File: src/rtl/core/cbe_pkg.sv
// ----------------------------------------------------------------------------
// Cubic Bezier easing evaluator - package
// Field widths, register reset values, queue depth and register index codes.
// ----------------------------------------------------------------------------
package cbe_pkg;

  // Port field widths
  localparam int X_W   = 19;
  localparam int CX_W  = 17;
  localparam int CY_W  = 19;
  localparam int CFG_W = 19;

  // Register reset values
  localparam logic [CX_W-1:0] CTRL1_X_RST = 17'd21845;
  localparam logic [CY_W-1:0] CTRL1_Y_RST = 19'd21845;
  localparam logic [CX_W-1:0] CTRL2_X_RST = 17'd43691;
  localparam logic [CY_W-1:0] CTRL2_Y_RST = 19'd43691;

  // Depth of the queue between front and back
  localparam int QUEUE_DEPTH = 2;

  typedef enum logic [1:0] {
    CFG_CTRL1_X = 2'd0,
    CFG_CTRL1_Y = 2'd1,
    CFG_CTRL2_X = 2'd2,
    CFG_CTRL2_Y = 2'd3
  } cfg_idx_e;

endpackage

File: src/rtl/core/cbe_queue.sv
// ----------------------------------------------------------------------------
// Cubic Bezier easing evaluator - request queue
// Short FIFO that decouples the front end from the solver pipeline.
// ----------------------------------------------------------------------------
module cbe_queue #(
  parameter int W = 18
) (
  input  logic         clk_i,
  input  logic         rst_ni,
  input  logic         push_vld_i,
  output logic         push_rdy_o,
  input  logic [W-1:0] push_data_i,
  output logic         pop_vld_o,
  input  logic         pop_rdy_i,
  output logic [W-1:0] pop_data_o
);

  localparam int D  = cbe_pkg::QUEUE_DEPTH;
  localparam int PW = (D > 1) ? $clog2(D) : 1;
  localparam int CW = $clog2(D + 1);

  logic [W-1:0]  mem_q [D];
  logic [PW-1:0] wr_ptr_q, rd_ptr_q;
  logic [CW-1:0] cnt_q;
  logic          push, pop;

  assign push_rdy_o = (cnt_q != CW'(D));
  assign pop_vld_o  = (cnt_q != '0);
  assign pop_data_o = mem_q[rd_ptr_q];
  assign push       = push_vld_i && push_rdy_o;
  assign pop        = pop_vld_o && pop_rdy_i;

  // Store pushed requests
  always_ff @(posedge clk_i) begin
    if (push) mem_q[wr_ptr_q] <= push_data_i;
  end

  // Advance pointers and count
  always_ff @(posedge clk_i or negedge rst_ni) begin
    if (!rst_ni) begin
      wr_ptr_q <= '0;
      rd_ptr_q <= '0;
      cnt_q    <= '0;
    end else begin
      if (push) wr_ptr_q <= (wr_ptr_q == PW'(D - 1)) ? '0 : wr_ptr_q + 1'b1;
      if (pop)  rd_ptr_q <= (rd_ptr_q == PW'(D - 1)) ? '0 : rd_ptr_q + 1'b1;
      if (push && !pop) cnt_q <= cnt_q + 1'b1;
      else if (pop && !push) cnt_q <= cnt_q - 1'b1;
    end
  end

endmodule

File: config.mk
export PLATFORM = sky130hd
export DESIGN_NAME = cbe_queue
export DESIGN_NICKNAME = d
export VERILOG_FILES = /design/src/rtl/core/cbe_pkg.sv /design/src/rtl/core/cbe_queue.sv
export SDC_FILE = /design/constraint.sdc
export NUM_CORES = 1
export LEC_CHECK = 0
export BUFFER_PORTS_ARGS = -buffer_cell sky130_fd_sc_hd__buf_2
export CORE_UTILIZATION = 54
export DETAILED_ROUTE_END_ITERATION = 6
export GPL_ROUTABILITY_DRIVEN = 0
export PLACE_DENSITY = 0.87
export SYNTH_ARGS = -nofsm -noshare
export SYNTH_HDL_FRONTEND = slang
export SYNTH_SLANG_ARGS = --single-unit
File: constraint.sdc
create_clock -name clk_i -period 3.8 [get_ports clk_i]
set_input_delay 0.57 -clock clk_i [delete_from_list [all_inputs] [get_ports clk_i]]
set_output_delay 0.57 -clock clk_i [all_outputs]
set_load 0.01 [all_outputs]
==> out/qor.csv <==
metric,value,unit
overall power,1380,uW
syn avg cell area,20.8,sq um
Sink Count,40,
Final HPWL DP,1690,um
post-synth cell types,15,
critical path's top delay family,flip-flops,
gr usage total,16.8,%
"Hold Vio Cnt, Final",0,
status,completed,
"critical path fanouts, max",19,
"Slowest-stage cell, CP",dfrtp_1,
Final Slew Violations,0,
IO Pins,42,
initial drt markers,29,
maximum vdd drop,0.000585,V
"Seq/Total Area, Yosys",76.6,%
Final setup viols,0,
worst setup skew after layout,0.0106,ns
# Post-CTS Setup Buffers,0,
Root Buffer,clkbuf_4,
worst hold path type,in -> reg,
Leak,0.000747,uW
core area,0.00273,sq mm
die area,0.00307,sq mm
drt total wl,2330,um
DIE HEIGHT,55.5,um
Rel. slew slack,37.4,%
I/O Buffers,41,
worst path required time,3.23,ns
Via Count,774,
maxcap violations,0,
number of global-route vias before repair,782,
crit end category,primary output,
P&R area growth vs syn,19.5,%
Syn Inst Count,74,
Synth Cell Area,0.00154,sq mm
Final ANT Viol Nets,0,
CTS tree,done,
Setup CP Type,reg -> out,
row count,19,
worst skew pair latency,0.33,ns
first-pass GRT wire length,3740,um
Pre-antenna DRT Iters,4,
Syn Nets,97,
nets,144,
crit start category,flip-flop,
worst-margin pin slew,0.939,ns
CP bufs+invs,1,
yosys warns,0,
grt total ovfl,0,
DIE WIDTH,55.5,um
Initial Util,56.4,%
Sum Neg Setup Slack,0,ns
slowest cell delay on critical path,0.97,ns
Wirelength per Cell,15.2,um
"commonest non-fill, non-tap cell in the layout",buf_2,
TritonCTS Buffers,5,
crit-path cells,mux2_2 > buf_2,
via/cell ratio,5.06,
"commonest cells after routing, fill and taps aside","buf_2 (41), edfxtp_1 (36), mux2_4 (9), mux2_2 (9), clkbuf_4 (5)",
unrepaired setup endpoints after global routing,no,
"FF+latch count, synth",40,
CP arrival,1.87,ns
Final Cycle Share,64.1,%
CTS H-tree lvls,2,
# DRC,0,
Max Root-Sink Buffers,2,
initial antenna violation count,0,
power density over the cells,749,mW/mm^2
pin count of the biggest net entering global routing,20,
Achievable Freq,410,MHz
n_diodes,0,
Worst-path clk slew,0.11,ns
ratio of cells with drive above 1 in the final layout,54.9,%
Final min period,2.44,ns
==> layout make-up <==
cell class                      count  area (sq um)
Sequential cell                    40          1180
Fill cell                         184           890
Multi-Input combinational cell     31           329
Timing Repair Buffer               42           215
Clock buffer                        6          41.3
Tap cell                           31          38.8
Clock inverter                      2          35.0
Inverter                            1          3.75
==> logic make-up (layout without fill, tap and decap cells) <==
logic type | after synthesis | in the layout | share of synthesized area, %
adder cells (fa/ha/maj) | 1 | 1 | 0.811
flip-flops | 40 | 40 | 76.6
buffers and inverters | 3 | 51 | 2.27
XOR/XNOR | 5 | 5 | 2.84
multiplexers | 18 | 18 | 15.3
AND/OR/NAND/NOR | 7 | 7 | 2.19
==> Yosys cell counts (all sizes together) <==
cell type,number,area share (%)
xnor2,3,1.7
nand2,2,0.49
and3,1,0.41
edfxtp,36,70
xor2,2,1.1
buf,2,2.0
nor2,2,0.49
ha,1,0.81
dfrtp,4,6.5
or2,1,0.41
inv,1,0.24
nand2b,1,0.41
mux2,18,15
==> sequential cells by signal, summed over array words and instances (netlist names) <==
signal,flops
cnt_q,2
mem_q,36
rd_ptr_q,1
wr_ptr_q,1
==> metal layers <==
metal	track usage, %	vias to the layer above	share of wire, %
met5	0	-	0
met4	8.57	0	2.0
met3	4.92	8	3.8
met2	28.1	24	54
met1	19.6	369	40
li1	-	373	-
==> final timing paths <==
kind                            slack, ns      startpoint       endpoint  cells past startpoint
worst max-delay path                 1.36        rd_ptr_q  pop_data_o[3]                      2
worst min-delay path                 0.42  push_data_i[0]    mem_q[1][0]                      1
worst max register to register       2.00        cnt_q[0]   mem_q[0][17]                      3
worst min register to register       0.53        cnt_q[1]       cnt_q[1]                      1
max in group asynchronous            3.12          rst_ni       wr_ptr_q                      2
min in group asynchronous            0.55          rst_ni       cnt_q[0]                      2
==> per-stage QoR <==
stage	cell area [sq um]	cells	setup slack, ns	hold slack [ns]	util, %
5_1_grt	1840	153	1.24	0.380	67.5
3_3_place_gp	1760	144	1.73	0.377	64.3
6_report	1840	153	1.36	0.416	67.5
3_5_place_dp	1760	144	1.70	0.383	64.3
2_1_floorplan	1540	74	1.93	0.274	-
4_1_cts	1830	152	1.32	0.00394	67.1
==> where the power goes <==
part           switching [uW]  total, uW  internal (uW)
sequential               85.2        693            607
combinational             193        425            232
clock                     126        263            138
total                     404       1380            977
==> timing repair <==
item / in CTS / in global routing
hold buffers: 0 / 1
gates resized for setup: 0 / 0
endpoints found under the hold margin: 0 / 2
No activity file was read; power rests on OpenSTA's default activity.
