==> src/rtl/core/cbe_pkg.sv <==
// ----------------------------------------------------------------------------
// Cubic Bezier easing evaluator - package
// Field widths, register reset values, queue depth and register index codes.
// ----------------------------------------------------------------------------
package cbe_pkg;

  // Port field widths
  localparam int X_W   = 19;
  localparam int CX_W  = 17;
  localparam int CY_W  = 19;
  localparam int CFG_W = 19;

  // Register reset values
  localparam logic [CX_W-1:0] CTRL1_X_RST = 17'd21845;
  localparam logic [CY_W-1:0] CTRL1_Y_RST = 19'd21845;
  localparam logic [CX_W-1:0] CTRL2_X_RST = 17'd43691;
  localparam logic [CY_W-1:0] CTRL2_Y_RST = 19'd43691;

  // Depth of the queue between front and back
  localparam int QUEUE_DEPTH = 2;

  typedef enum logic [1:0] {
    CFG_CTRL1_X = 2'd0,
    CFG_CTRL1_Y = 2'd1,
    CFG_CTRL2_X = 2'd2,
    CFG_CTRL2_Y = 2'd3
  } cfg_idx_e;

endpackage

==> src/rtl/core/cbe_front.sv <==
// ----------------------------------------------------------------------------
// Cubic Bezier easing evaluator - front end
// Holds the control points, derives curve coefficients, pins each input x
// and flags requests that bypass the solver.
// ----------------------------------------------------------------------------
module cbe_front #(
  parameter int FRAC_BITS = 16,
  parameter int RW        = 26
) (
  input  logic                        clk_i,
  input  logic                        rst_ni,
  input  logic                        cfg_we_i,
  input  logic [1:0]                  cfg_idx_i,
  input  logic [cbe_pkg::CFG_W-1:0]   cfg_data_i,
  input  logic                        in_valid_i,
  output logic                        in_ready_o,
  input  logic signed [cbe_pkg::X_W-1:0] x_in_i,
  output logic                        push_vld_o,
  input  logic                        push_rdy_i,
  output logic [FRAC_BITS:0]          push_x_o,
  output logic                        push_byp_o,
  output logic signed [RW-1:0]        ax_o,
  output logic signed [RW-1:0]        bx_o,
  output logic signed [RW-1:0]        cx_o,
  output logic signed [RW-1:0]        ay_o,
  output logic signed [RW-1:0]        by_o,
  output logic signed [RW-1:0]        cy_o
);

  localparam int END_EPS = ((1 << FRAC_BITS) + 50000) / 100000;
  localparam logic signed [RW-1:0] ONE_R     = RW'(1) <<< FRAC_BITS;
  localparam logic signed [RW-1:0] LIN_R     = ONE_R >>> 6;
  localparam logic signed [RW-1:0] EPS_R     = RW'(END_EPS);
  localparam logic signed [RW-1:0] ONE_EPS_R = ONE_R - EPS_R;

  logic [cbe_pkg::CX_W-1:0] ctrl1_x_q, ctrl2_x_q;
  logic [cbe_pkg::CY_W-1:0] ctrl1_y_q, ctrl2_y_q;

  logic signed [RW-1:0] p1x, p2x, p1y, p2y, d1, d2, a1, a2;
  logic signed [RW-1:0] ax_d, bx_d, cx_d, ay_d, by_d, cy_d;
  logic signed [RW-1:0] xe, xp;
  logic                 lin;

  // Write control point registers
  always_ff @(posedge clk_i or negedge rst_ni) begin
    if (!rst_ni) begin
      ctrl1_x_q <= cbe_pkg::CTRL1_X_RST;
      ctrl1_y_q <= cbe_pkg::CTRL1_Y_RST;
      ctrl2_x_q <= cbe_pkg::CTRL2_X_RST;
      ctrl2_y_q <= cbe_pkg::CTRL2_Y_RST;
    end else if (cfg_we_i) begin
      case (cbe_pkg::cfg_idx_e'(cfg_idx_i))
        cbe_pkg::CFG_CTRL1_X: ctrl1_x_q <= cfg_data_i[cbe_pkg::CX_W-1:0];
        cbe_pkg::CFG_CTRL1_Y: ctrl1_y_q <= cfg_data_i[cbe_pkg::CY_W-1:0];
        cbe_pkg::CFG_CTRL2_X: ctrl2_x_q <= cfg_data_i[cbe_pkg::CX_W-1:0];
        cbe_pkg::CFG_CTRL2_Y: ctrl2_y_q <= cfg_data_i[cbe_pkg::CY_W-1:0];
        default: ;
      endcase
    end
  end

  // Pin control x, extend control y, derive coefficients
  always_comb begin
    p1x = $signed({{(RW-cbe_pkg::CX_W){1'b0}}, ctrl1_x_q});
    p2x = $signed({{(RW-cbe_pkg::CX_W){1'b0}}, ctrl2_x_q});
    if (p1x > ONE_R) p1x = ONE_R;
    if (p2x > ONE_R) p2x = ONE_R;
    p1y = $signed({{(RW-cbe_pkg::CY_W){ctrl1_y_q[cbe_pkg::CY_W-1]}}, ctrl1_y_q});
    p2y = $signed({{(RW-cbe_pkg::CY_W){ctrl2_y_q[cbe_pkg::CY_W-1]}}, ctrl2_y_q});
    d1  = p1x - p1y;
    d2  = p2x - p2y;
    a1  = (d1 < 0) ? -d1 : d1;
    a2  = (d2 < 0) ? -d2 : d2;
    lin = (a1 <= LIN_R) && (a2 <= LIN_R);
    ax_d = (p1x <<< 1) + p1x - ((p2x <<< 1) + p2x) + ONE_R;
    bx_d = (p2x <<< 1) + p2x - ((p1x <<< 2) + (p1x <<< 1));
    cx_d = (p1x <<< 1) + p1x;
    ay_d = (p1y <<< 1) + p1y - ((p2y <<< 1) + p2y) + ONE_R;
    by_d = (p2y <<< 1) + p2y - ((p1y <<< 2) + (p1y <<< 1));
    cy_d = (p1y <<< 1) + p1y;
  end

  // Hold coefficients for the back end
  always_ff @(posedge clk_i) begin
    ax_o <= ax_d;
    bx_o <= bx_d;
    cx_o <= cx_d;
    ay_o <= ay_d;
    by_o <= by_d;
    cy_o <= cy_d;
  end

  // Pin input x and classify the request
  always_comb begin
    xe = $signed({{(RW-cbe_pkg::X_W){x_in_i[cbe_pkg::X_W-1]}}, x_in_i});
    if (xe < 0) xp = '0;
    else if (xe > ONE_R) xp = ONE_R;
    else xp = xe;
  end

  assign push_x_o   = xp[FRAC_BITS:0];
  assign push_byp_o = lin || (xp <= EPS_R) || (xp >= ONE_EPS_R);
  assign push_vld_o = in_valid_i;
  assign in_ready_o = push_rdy_i;

endmodule

==> config.mk <==
export PLATFORM = sky130hd
export DESIGN_NAME = cbe_front
export DESIGN_NICKNAME = d
export VERILOG_FILES = /design/src/rtl/core/cbe_pkg.sv /design/src/rtl/core/cbe_front.sv
export SDC_FILE = /design/constraint.sdc
export NUM_CORES = 1
export LEC_CHECK = 0
export BUFFER_PORTS_ARGS = -buffer_cell sky130_fd_sc_hd__buf_2
export CAP_MARGIN = 10
export CORE_MARGIN = 4
export CORE_UTILIZATION = 60
export DETAILED_ROUTE_END_ITERATION = 6
export PLACE_DENSITY = 0.84
export SLEW_MARGIN = 20
export SYNTH_ARGS = -nofsm -noshare
export SYNTH_HDL_FRONTEND = slang
export SYNTH_SLANG_ARGS = --single-unit
==> constraint.sdc <==
create_clock -name clk_i -period 8.1 [get_ports clk_i]
set_clock_uncertainty 0.15 [all_clocks]
set_input_delay 1.62 -clock clk_i [delete_from_list [all_inputs] [get_ports clk_i]]
set_output_delay 1.62 -clock clk_i [all_outputs]
set_load 0.05 [all_outputs]
==> out/metrics.yaml, run 1 <==
clock_network:
  cts_root_buf: "clkbuf_16"
  cts_tree: "yes"
  h-tree-depth: 1
  clockBufferDepth: 3
  clkLatencyLatePin_ns: 0.54
  numCtsBuffers: 24
  hold_buffers: 0
  path_clk_slew_ns: 0.06
  clock_sinks: 213
setup_path:
  r2r_slack_ns: 1.30
  timing.rr.start: "ctrl2_x_q[3]"
  cp.required_ns: 6.33
  end_kind: "output pin"
  critPathLaunchType: "flip-flop"
  r2r-end: "bx_o[19]"
  critPathMaxFanout: 8
  cp.arrival_ns: 6.02
  reg2reg_depth: 25
  critical_path_class: "flip-flop to output pin"
synth:
  netlist_area_um2: 17600
  syn_area_per_cell_um2: 9.03
  synth_edf_count: 0
  ys_warn_count: 0
  synth_cell_type_count: 96
  synthCells: 1954
  yosys-top-cells-area: "ha_1, dfxtp_1, xnor2_1"
  synth.largest_area_cell: "ha_1"
  synth_top_flop_cell: "dfxtp_1"
  ys_seq_area_frac: 0.265
  ys_seq_elements: 213
  async_flop_share: 0.338
  synth_top_area_share: 0.165
floorplanning:
  initial_utilization: 0.611
  fp.dieArea_um2: 32200
  fp.dieH_um: 179
  die_width_um: 179
  io_pins: 221
  core.rowCount: 62
  coreArea_um2: 28900
routing:
  vias_per_cell: 5.90
  firstDrtPassIters: 5
  drc: 0
  wl_um: 46500
  drt-initial-drc-count: 1149
  wl_per_cell_um: 18.1
  ant_nets: 0
  dr_total_vias: 15121
layout:
  nets: 2479
  drive_gt1_frac: 0.198
  syn2layout_area_growth_pct: 12.8
  final_common_cell: "ha_1"
  final_cell_mix: "ha_1, buf_2, inv_1"
flow_run:
  max_cap_viol_count: 0
sta:
  maxSlewViolCount: 0
  max_slew_margin: 0.244
  finalSetupViolCount: 0
  finalSetupTns_ns: 0
  rsz0062_at_grt: "no"
  clock.fmax_ghz: 0.128
  worst_pin_slew_ns: 1.13
  min_period_ns: 7.79
  finalCritPeriodShare: 0.961
  hold_violations: 0
outcome:
  status: "completed"
placement:
  place_hpwl_um: 37000
  gp_congestion: 0.929
  io_buffer_count: 209
global_route:
  grt_pass1_vias: 14931
  grt_usage: 0.279
  antenna_found_initial: 1
  grt_overflow: 0
  grt_pass1_wl_um: 76400
  grt_max_degree: 73
worst_hold_path:
  hold_class: "flip-flop to flip-flop"
  hold_end: "by_o[0]"
  hold_depth: 0
  hp-start: "ctrl2_y_q[0]"
-- synth_stat cells (40+ instances only) --
master   instances
dfxtp_1        141
mux2_2          74
nor2_1         113
nor3_1          53
xnor2_1        115
inv_1          189
a21o_1          40
fa_1            40
nand2_1        107
ha_1           233
a21oi_1        122
o21ai_0         68
-- cell families (layout without fill, tap and decap cells) --
| family | after synthesis | in the layout | share of synthesized area |
|---|---|---|---|
| buf+inv | 237 | 456 | 0.0546 |
| simple gates | 508 | 508 | 0.149 |
| compound gates | 489 | 489 | 0.195 |
| fa+ha+maj | 274 | 274 | 0.211 |
| other cells | 1 | 8 | 0.000213 |
| flops | 213 | 213 | 0.265 |
| mux | 79 | 79 | 0.0501 |
| xor+xnor | 153 | 153 | 0.0760 |
-- final cells by class --
class                   count  area [um2]
clock inverters             9        66.3
multi-input cells        1510       12100
diodes                      1        2.50
flip-flops and latches    213        4670
inverters                 190         713
fillers                  2313        8960
repair buffers            222        1150
clock buffers              35         682
well taps                 384         480
-- state kept, by name (all words and copies together) (netlist names) --
register and cells:
by_o 23, ctrl1_y_q 19, ax_o 26, bx_o 26, ctrl1_x_q 17, cy_o 21
ay_o 26, cx_o 19, ctrl2_y_q 19, ctrl2_x_q 17
-- layer usage --
metal  vias to the layer above  routed length (um)  track usage
li1                       7365                   -            -
met3                        89                3130       0.0428
met5                         -                   0       0.0133
met1                      7146               20600        0.379
met2                       521               21300        0.460
met4                         0                1490       0.0863
-- through the flow --
| stage | cells | instance area (um2) | utilization | setup slack (ns) | hold WS (ns) |
|---|---|---|---|---|---|
| 2_1_floorplan | 1960 | 17700 | - | 0.530 | 0.301 |
| 3_3_place_gp | 2518 | 19000 | 0.660 | 0.683 | 0.294 |
| 5_1_grt | 2564 | 19900 | 0.690 | 0.0294 | 0.309 |
| 6_report | 2564 | 19900 | 0.690 | 0.314 | 0.297 |
| 4_1_cts | 2562 | 19800 | 0.685 | 0.0235 | 0.298 |
| 3_5_place_dp | 2518 | 19000 | 0.660 | 0.508 | 0.287 |
-- repair_timing --
item / CTS / global route
pin swaps: 0 / 1
gates resized for setup: 1 / 27
setup endpoints to repair: 1 / 1
setup buffers: 0 / 1
hold endpoints to repair: 0 / 0
-- critical path, cell delays in order (launching register included) --
cell	delay, ns
dfrtp_1	0.40
or4_1	0.57
o41ai_2	0.39
buf_4	0.22
nand2_1	0.11
inv_2	0.15
ha_1	0.34
a21o_1	0.22
or3_1	0.33
o21a_1	0.25
o211a_1	0.30
or4_1	0.55
and3_2	0.27
mux2i_1	0.17
a22oi_1	0.08
a2111oi_1	0.40
a31oi_1	0.20
o31ai_2	0.29
buf_4	0.25
-- how the worst max path moves through the flow --
stage | start | endpoint | slack, ns | depth (start not counted)
2_1_floorplan | ctrl1_x_q[4] | push_byp_o | 0.53 | 19
3_3_place_gp | ctrl1_x_q[11] | push_byp_o | 0.68 | 19
3_5_place_dp | ctrl1_x_q[11] | push_byp_o | 0.51 | 19
4_1_cts | ctrl1_x_q[11] | push_byp_o | 0.02 | 19
5_1_grt | ctrl1_x_q[11] | push_byp_o | 0.03 | 18
6_report | ctrl1_x_q[11] | push_byp_o | 0.31 | 18
Power of run 1 is left out: the tool's default activity adds up to more than one toggle a clock period on the data nets, which glitch-free logic cannot reach.
==> run 2: changes to the inputs <==
- ABC_AREA: not set -> 1
- CORE_MARGIN: 4 -> not set
==> out/metrics.yaml, run 2 <==
floorplanning:
  core.rowCount: 61  # was 62
  fp.dieArea_um2: 29100  # was 32,200 um2
  fp.dieH_um: 171  # was 179 um
  coreArea_um2: 27900  # was 28,900 um2
  die_width_um: 171  # was 179 um
  initial_utilization: 0.612  # was 0.611
  io_pins: 221  # unchanged
sta:
  worst_pin_slew_ns: 1.09  # was 1.13 ns
  maxSlewViolCount: 0  # unchanged
  min_period_ns: 7.37  # was 7.79 ns
  max_slew_margin: 0.271  # was 0.244
  rsz0062_at_grt: "no"  # unchanged
  hold_slack_ns: 0.311  # was 0.297 ns
  hold_violations: 0  # unchanged
  finalSetupTns_ns: 0  # unchanged
  finalCritPeriodShare: 0.910  # was 0.961
  clock.fmax_ghz: 0.136  # was 0.128 GHz
  finalSetupViolCount: 0  # unchanged
setup_path:
  path_common_cell: "nand2_1"
  critPathMaxFanout: 17  # was 8
  end_kind: "output pin"  # unchanged
  critPathMaxStageDelay_ns: 0.40  # was 0.57 ns
  cp.arrival_ns: 5.60  # was 6.02 ns
  critPathLaunchType: "flip-flop"  # unchanged
  critical_path_class: "flip-flop to output pin"  # unchanged
  cpMaxStageDelayCell: "dfrtp_1"  # was or4_1
  cp.required_ns: 6.33  # about the same
global_route:
  grt_overflow: 0  # unchanged
  grt_pass1_wl_um: 71800  # was 76,400 um
  grt_usage: 0.308  # was 0.279
  antenna_found_initial: 1  # unchanged
  grt_max_degree: 73  # unchanged
  grt_pass1_vias: 14917  # was 14,931
routing:
  dr_total_vias: 15335  # was 15,121
  wl_um: 44400  # was 46,500 um
  met2_wirelength_um: 21300  # about the same
  wl_met1_um: 19200  # was 20,600 um
  wl_met3_um: 2500  # was 3130 um
  wl_per_cell_um: 15.6  # was 18.1 um
  firstDrtPassIters: 6  # was 5
  drc: 0  # unchanged
  drt-initial-drc-count: 798  # was 1,149
  ant_nets: 0  # unchanged
  vias_per_cell: 5.39  # was 5.90
  highest_layer: "met5"  # was met4
synth:
  netlist_top_cells_count: "nand2_1, inv_1, ha_1, a21oi_1, dfxtp_1"  # was ha_1, inv_1, dfxtp_1, a21oi_1, xnor2_1
  syn_area_per_cell_um2: 7.58  # was 9.03 um2
  async_flop_share: 0.338  # unchanged
  synth.largest_area_cell: "ha_1"  # unchanged
  synth_top_flop_cell: "dfxtp_1"  # unchanged
  ys_seq_area_frac: 0.274  # was 0.265
  netlist_area_um2: 17100  # was 17,600 um2
  yosys-top-cells-area: "ha_1, dfxtp_1, nand2_1"  # was ha_1, dfxtp_1, xnor2_1
  ys_seq_elements: 213  # unchanged
  synth.most_common_cell: "nand2_1"  # was ha_1
  synthXorXnorAreaFrac: 0.0791  # was 0.0760
  synthCells: 2251  # was 1,954
  synthSimpleGateAreaFrac: 0.222  # was 0.149
  synth-compound-area-share: 0.117  # was 0.195
  synth_edf_count: 0  # unchanged
  muxShareOfSynthArea: 0  # was 0.0501
  ys_warn_count: 0  # unchanged
  synth_fa_ha_area_frac: 0.218  # was 0.211
  synth_top_family_by_area: "simple AND/OR/NAND/NOR gates"  # was adder cells
  synth_cell_type_count: 52  # was 96
  synth_top_area_share: 0.171  # was 0.165
clock_network:
  path_clk_slew_ns: 0.06  # about the same
  numCtsBuffers: 23  # was 24
  h-tree-depth: 1  # unchanged
  clockBufferDepth: 3  # unchanged
  clkLatencyLatePin_ns: 0.55  # was 0.54 ns
  clock_sinks: 213  # unchanged
  post_cts_buffers: 0  # unchanged
  cts_root_buf: "clkbuf_16"  # unchanged
  cts_tree: "yes"  # unchanged
layout:
  final_common_cell: "nand2_1"  # was ha_1
  fillers: 2231  # was 2,313
  nets: 2768  # was 2,479
  final_cell_mix: "nand2_1, inv_1, ha_1"  # was ha_1, buf_2, inv_1
  antennaDiodeCount: 0  # was 1
  syn2layout_area_growth_pct: 12.1  # was 12.8%
  drive_gt1_frac: 0.142  # was 0.198
  reg_top3: "ax_o (26), ay_o (26), bx_o (26)"  # unchanged
  fin_util: 0.687  # was 0.690
  final-seq-area_um2: 4670  # unchanged
  multi_input_area_um2: 10900  # was 12,100 um2
  instances_no_fill: 2845  # was 2,564
outcome:
  status: "completed"  # unchanged
placement:
  dpl.cell_count: 2803  # was 2,518
  gp_congestion: 0.915  # was 0.929
  io_buffer_count: 209  # unchanged
  place_hpwl_um: 35500  # was 37,000 um
flow_run:
  max_cap_viol_count: 0  # unchanged
worst_hold_path:
  hold_class: "flip-flop to flip-flop"  # unchanged
-- run 2: cell types whose count changed after synthesis, moves of 30 or more --
cell / before / now
inv_1: 189 / 333
nand2_1: 107 / 477
xor2_1: 38 / 99
mux2_2: 74 / 0
nor2b_1: 32 / 0
a21o_1: 40 / 7
nand3_1: 35 / 138
nor3_1: 53 / 20
xnor2_1: 115 / 55
and2_1: 32 / 0
o21ai_0: 68 / 118
o21a_1: 33 / 3
a21oi_1: 122 / 174
-- run 2: kinds of logic (layout without fill, tap and decap cells) --
family                   Yosys count  count (layout)
AO/OA/AOI/OAI                    366             366
XOR/XNOR                         154             154
adder cells (fa/ha/maj)          273             273
buffers and inverters            385             595
flip-flops                       213             213
other                              1               7
AND/OR/NAND/NOR                  859             859
-- run 2: through the flow --
stage / setup WS [ns] / cell area, um2
global route: 0.00245 / 19100
finish: 0.732 / 19100
CTS: 0.660 / 19100
detailed placement: 1.25 / 18400
global placement: 1.40 / 18400
floorplan: 2.13 / 17100
-- run 2: layout make-up --
cell class,count,area share
inverter,342,0.0671
clock buffer,33,0.0347
multi-input combinational,1659,0.569
timing repair buffer,211,0.0555
tap,378,0.0247
sequential,213,0.244
clock inverter,9,0.00478
-- run 2: what timing repair did --
action | in CTS | in global routing
endpoints found under the setup margin | 0 | 1
resized for setup | 0 | 1
hold buffers | 0 | 0
-- run 2: worst max-delay path: cells and delay by family (launching register included) --
family	cells	cell delay [ns]
AND/OR/NAND/NOR	22	3.17
buffers and inverters	5	0.60
flip-flops	1	0.40
adder cells (fa/ha/maj)	2	0.64
AO/OA/AOI/OAI	1	0.26
-- run 2: path summary, 6_finish.rpt --
path	start	to	slack, ns	cells after the start
setup / recovery	ctrl1_x_q[3]	push_byp_o	0.73	30
hold / removal	ctrl2_y_q[0]	by_o[0]	0.31	0
setup reg to reg	ctrl1_x_q[3]	ax_o[19]	1.93	26
hold reg to reg	ctrl2_y_q[0]	by_o[0]	0.31	0
max in group asynchronous	rst_ni	ctrl1_y_q[18]	6.02	2
min in group asynchronous	rst_ni	ctrl2_x_q[2]	1.15	2
-- run 2: metal layers --
layer  vias to the layer above  global-route usage
met3                        88              0.0405
met4                         2               0.102
met5                         -                   0
li1                       7650                   -
met2                       457               0.546
met1                      7138               0.385
Power of run 2 is left out for the same reason.
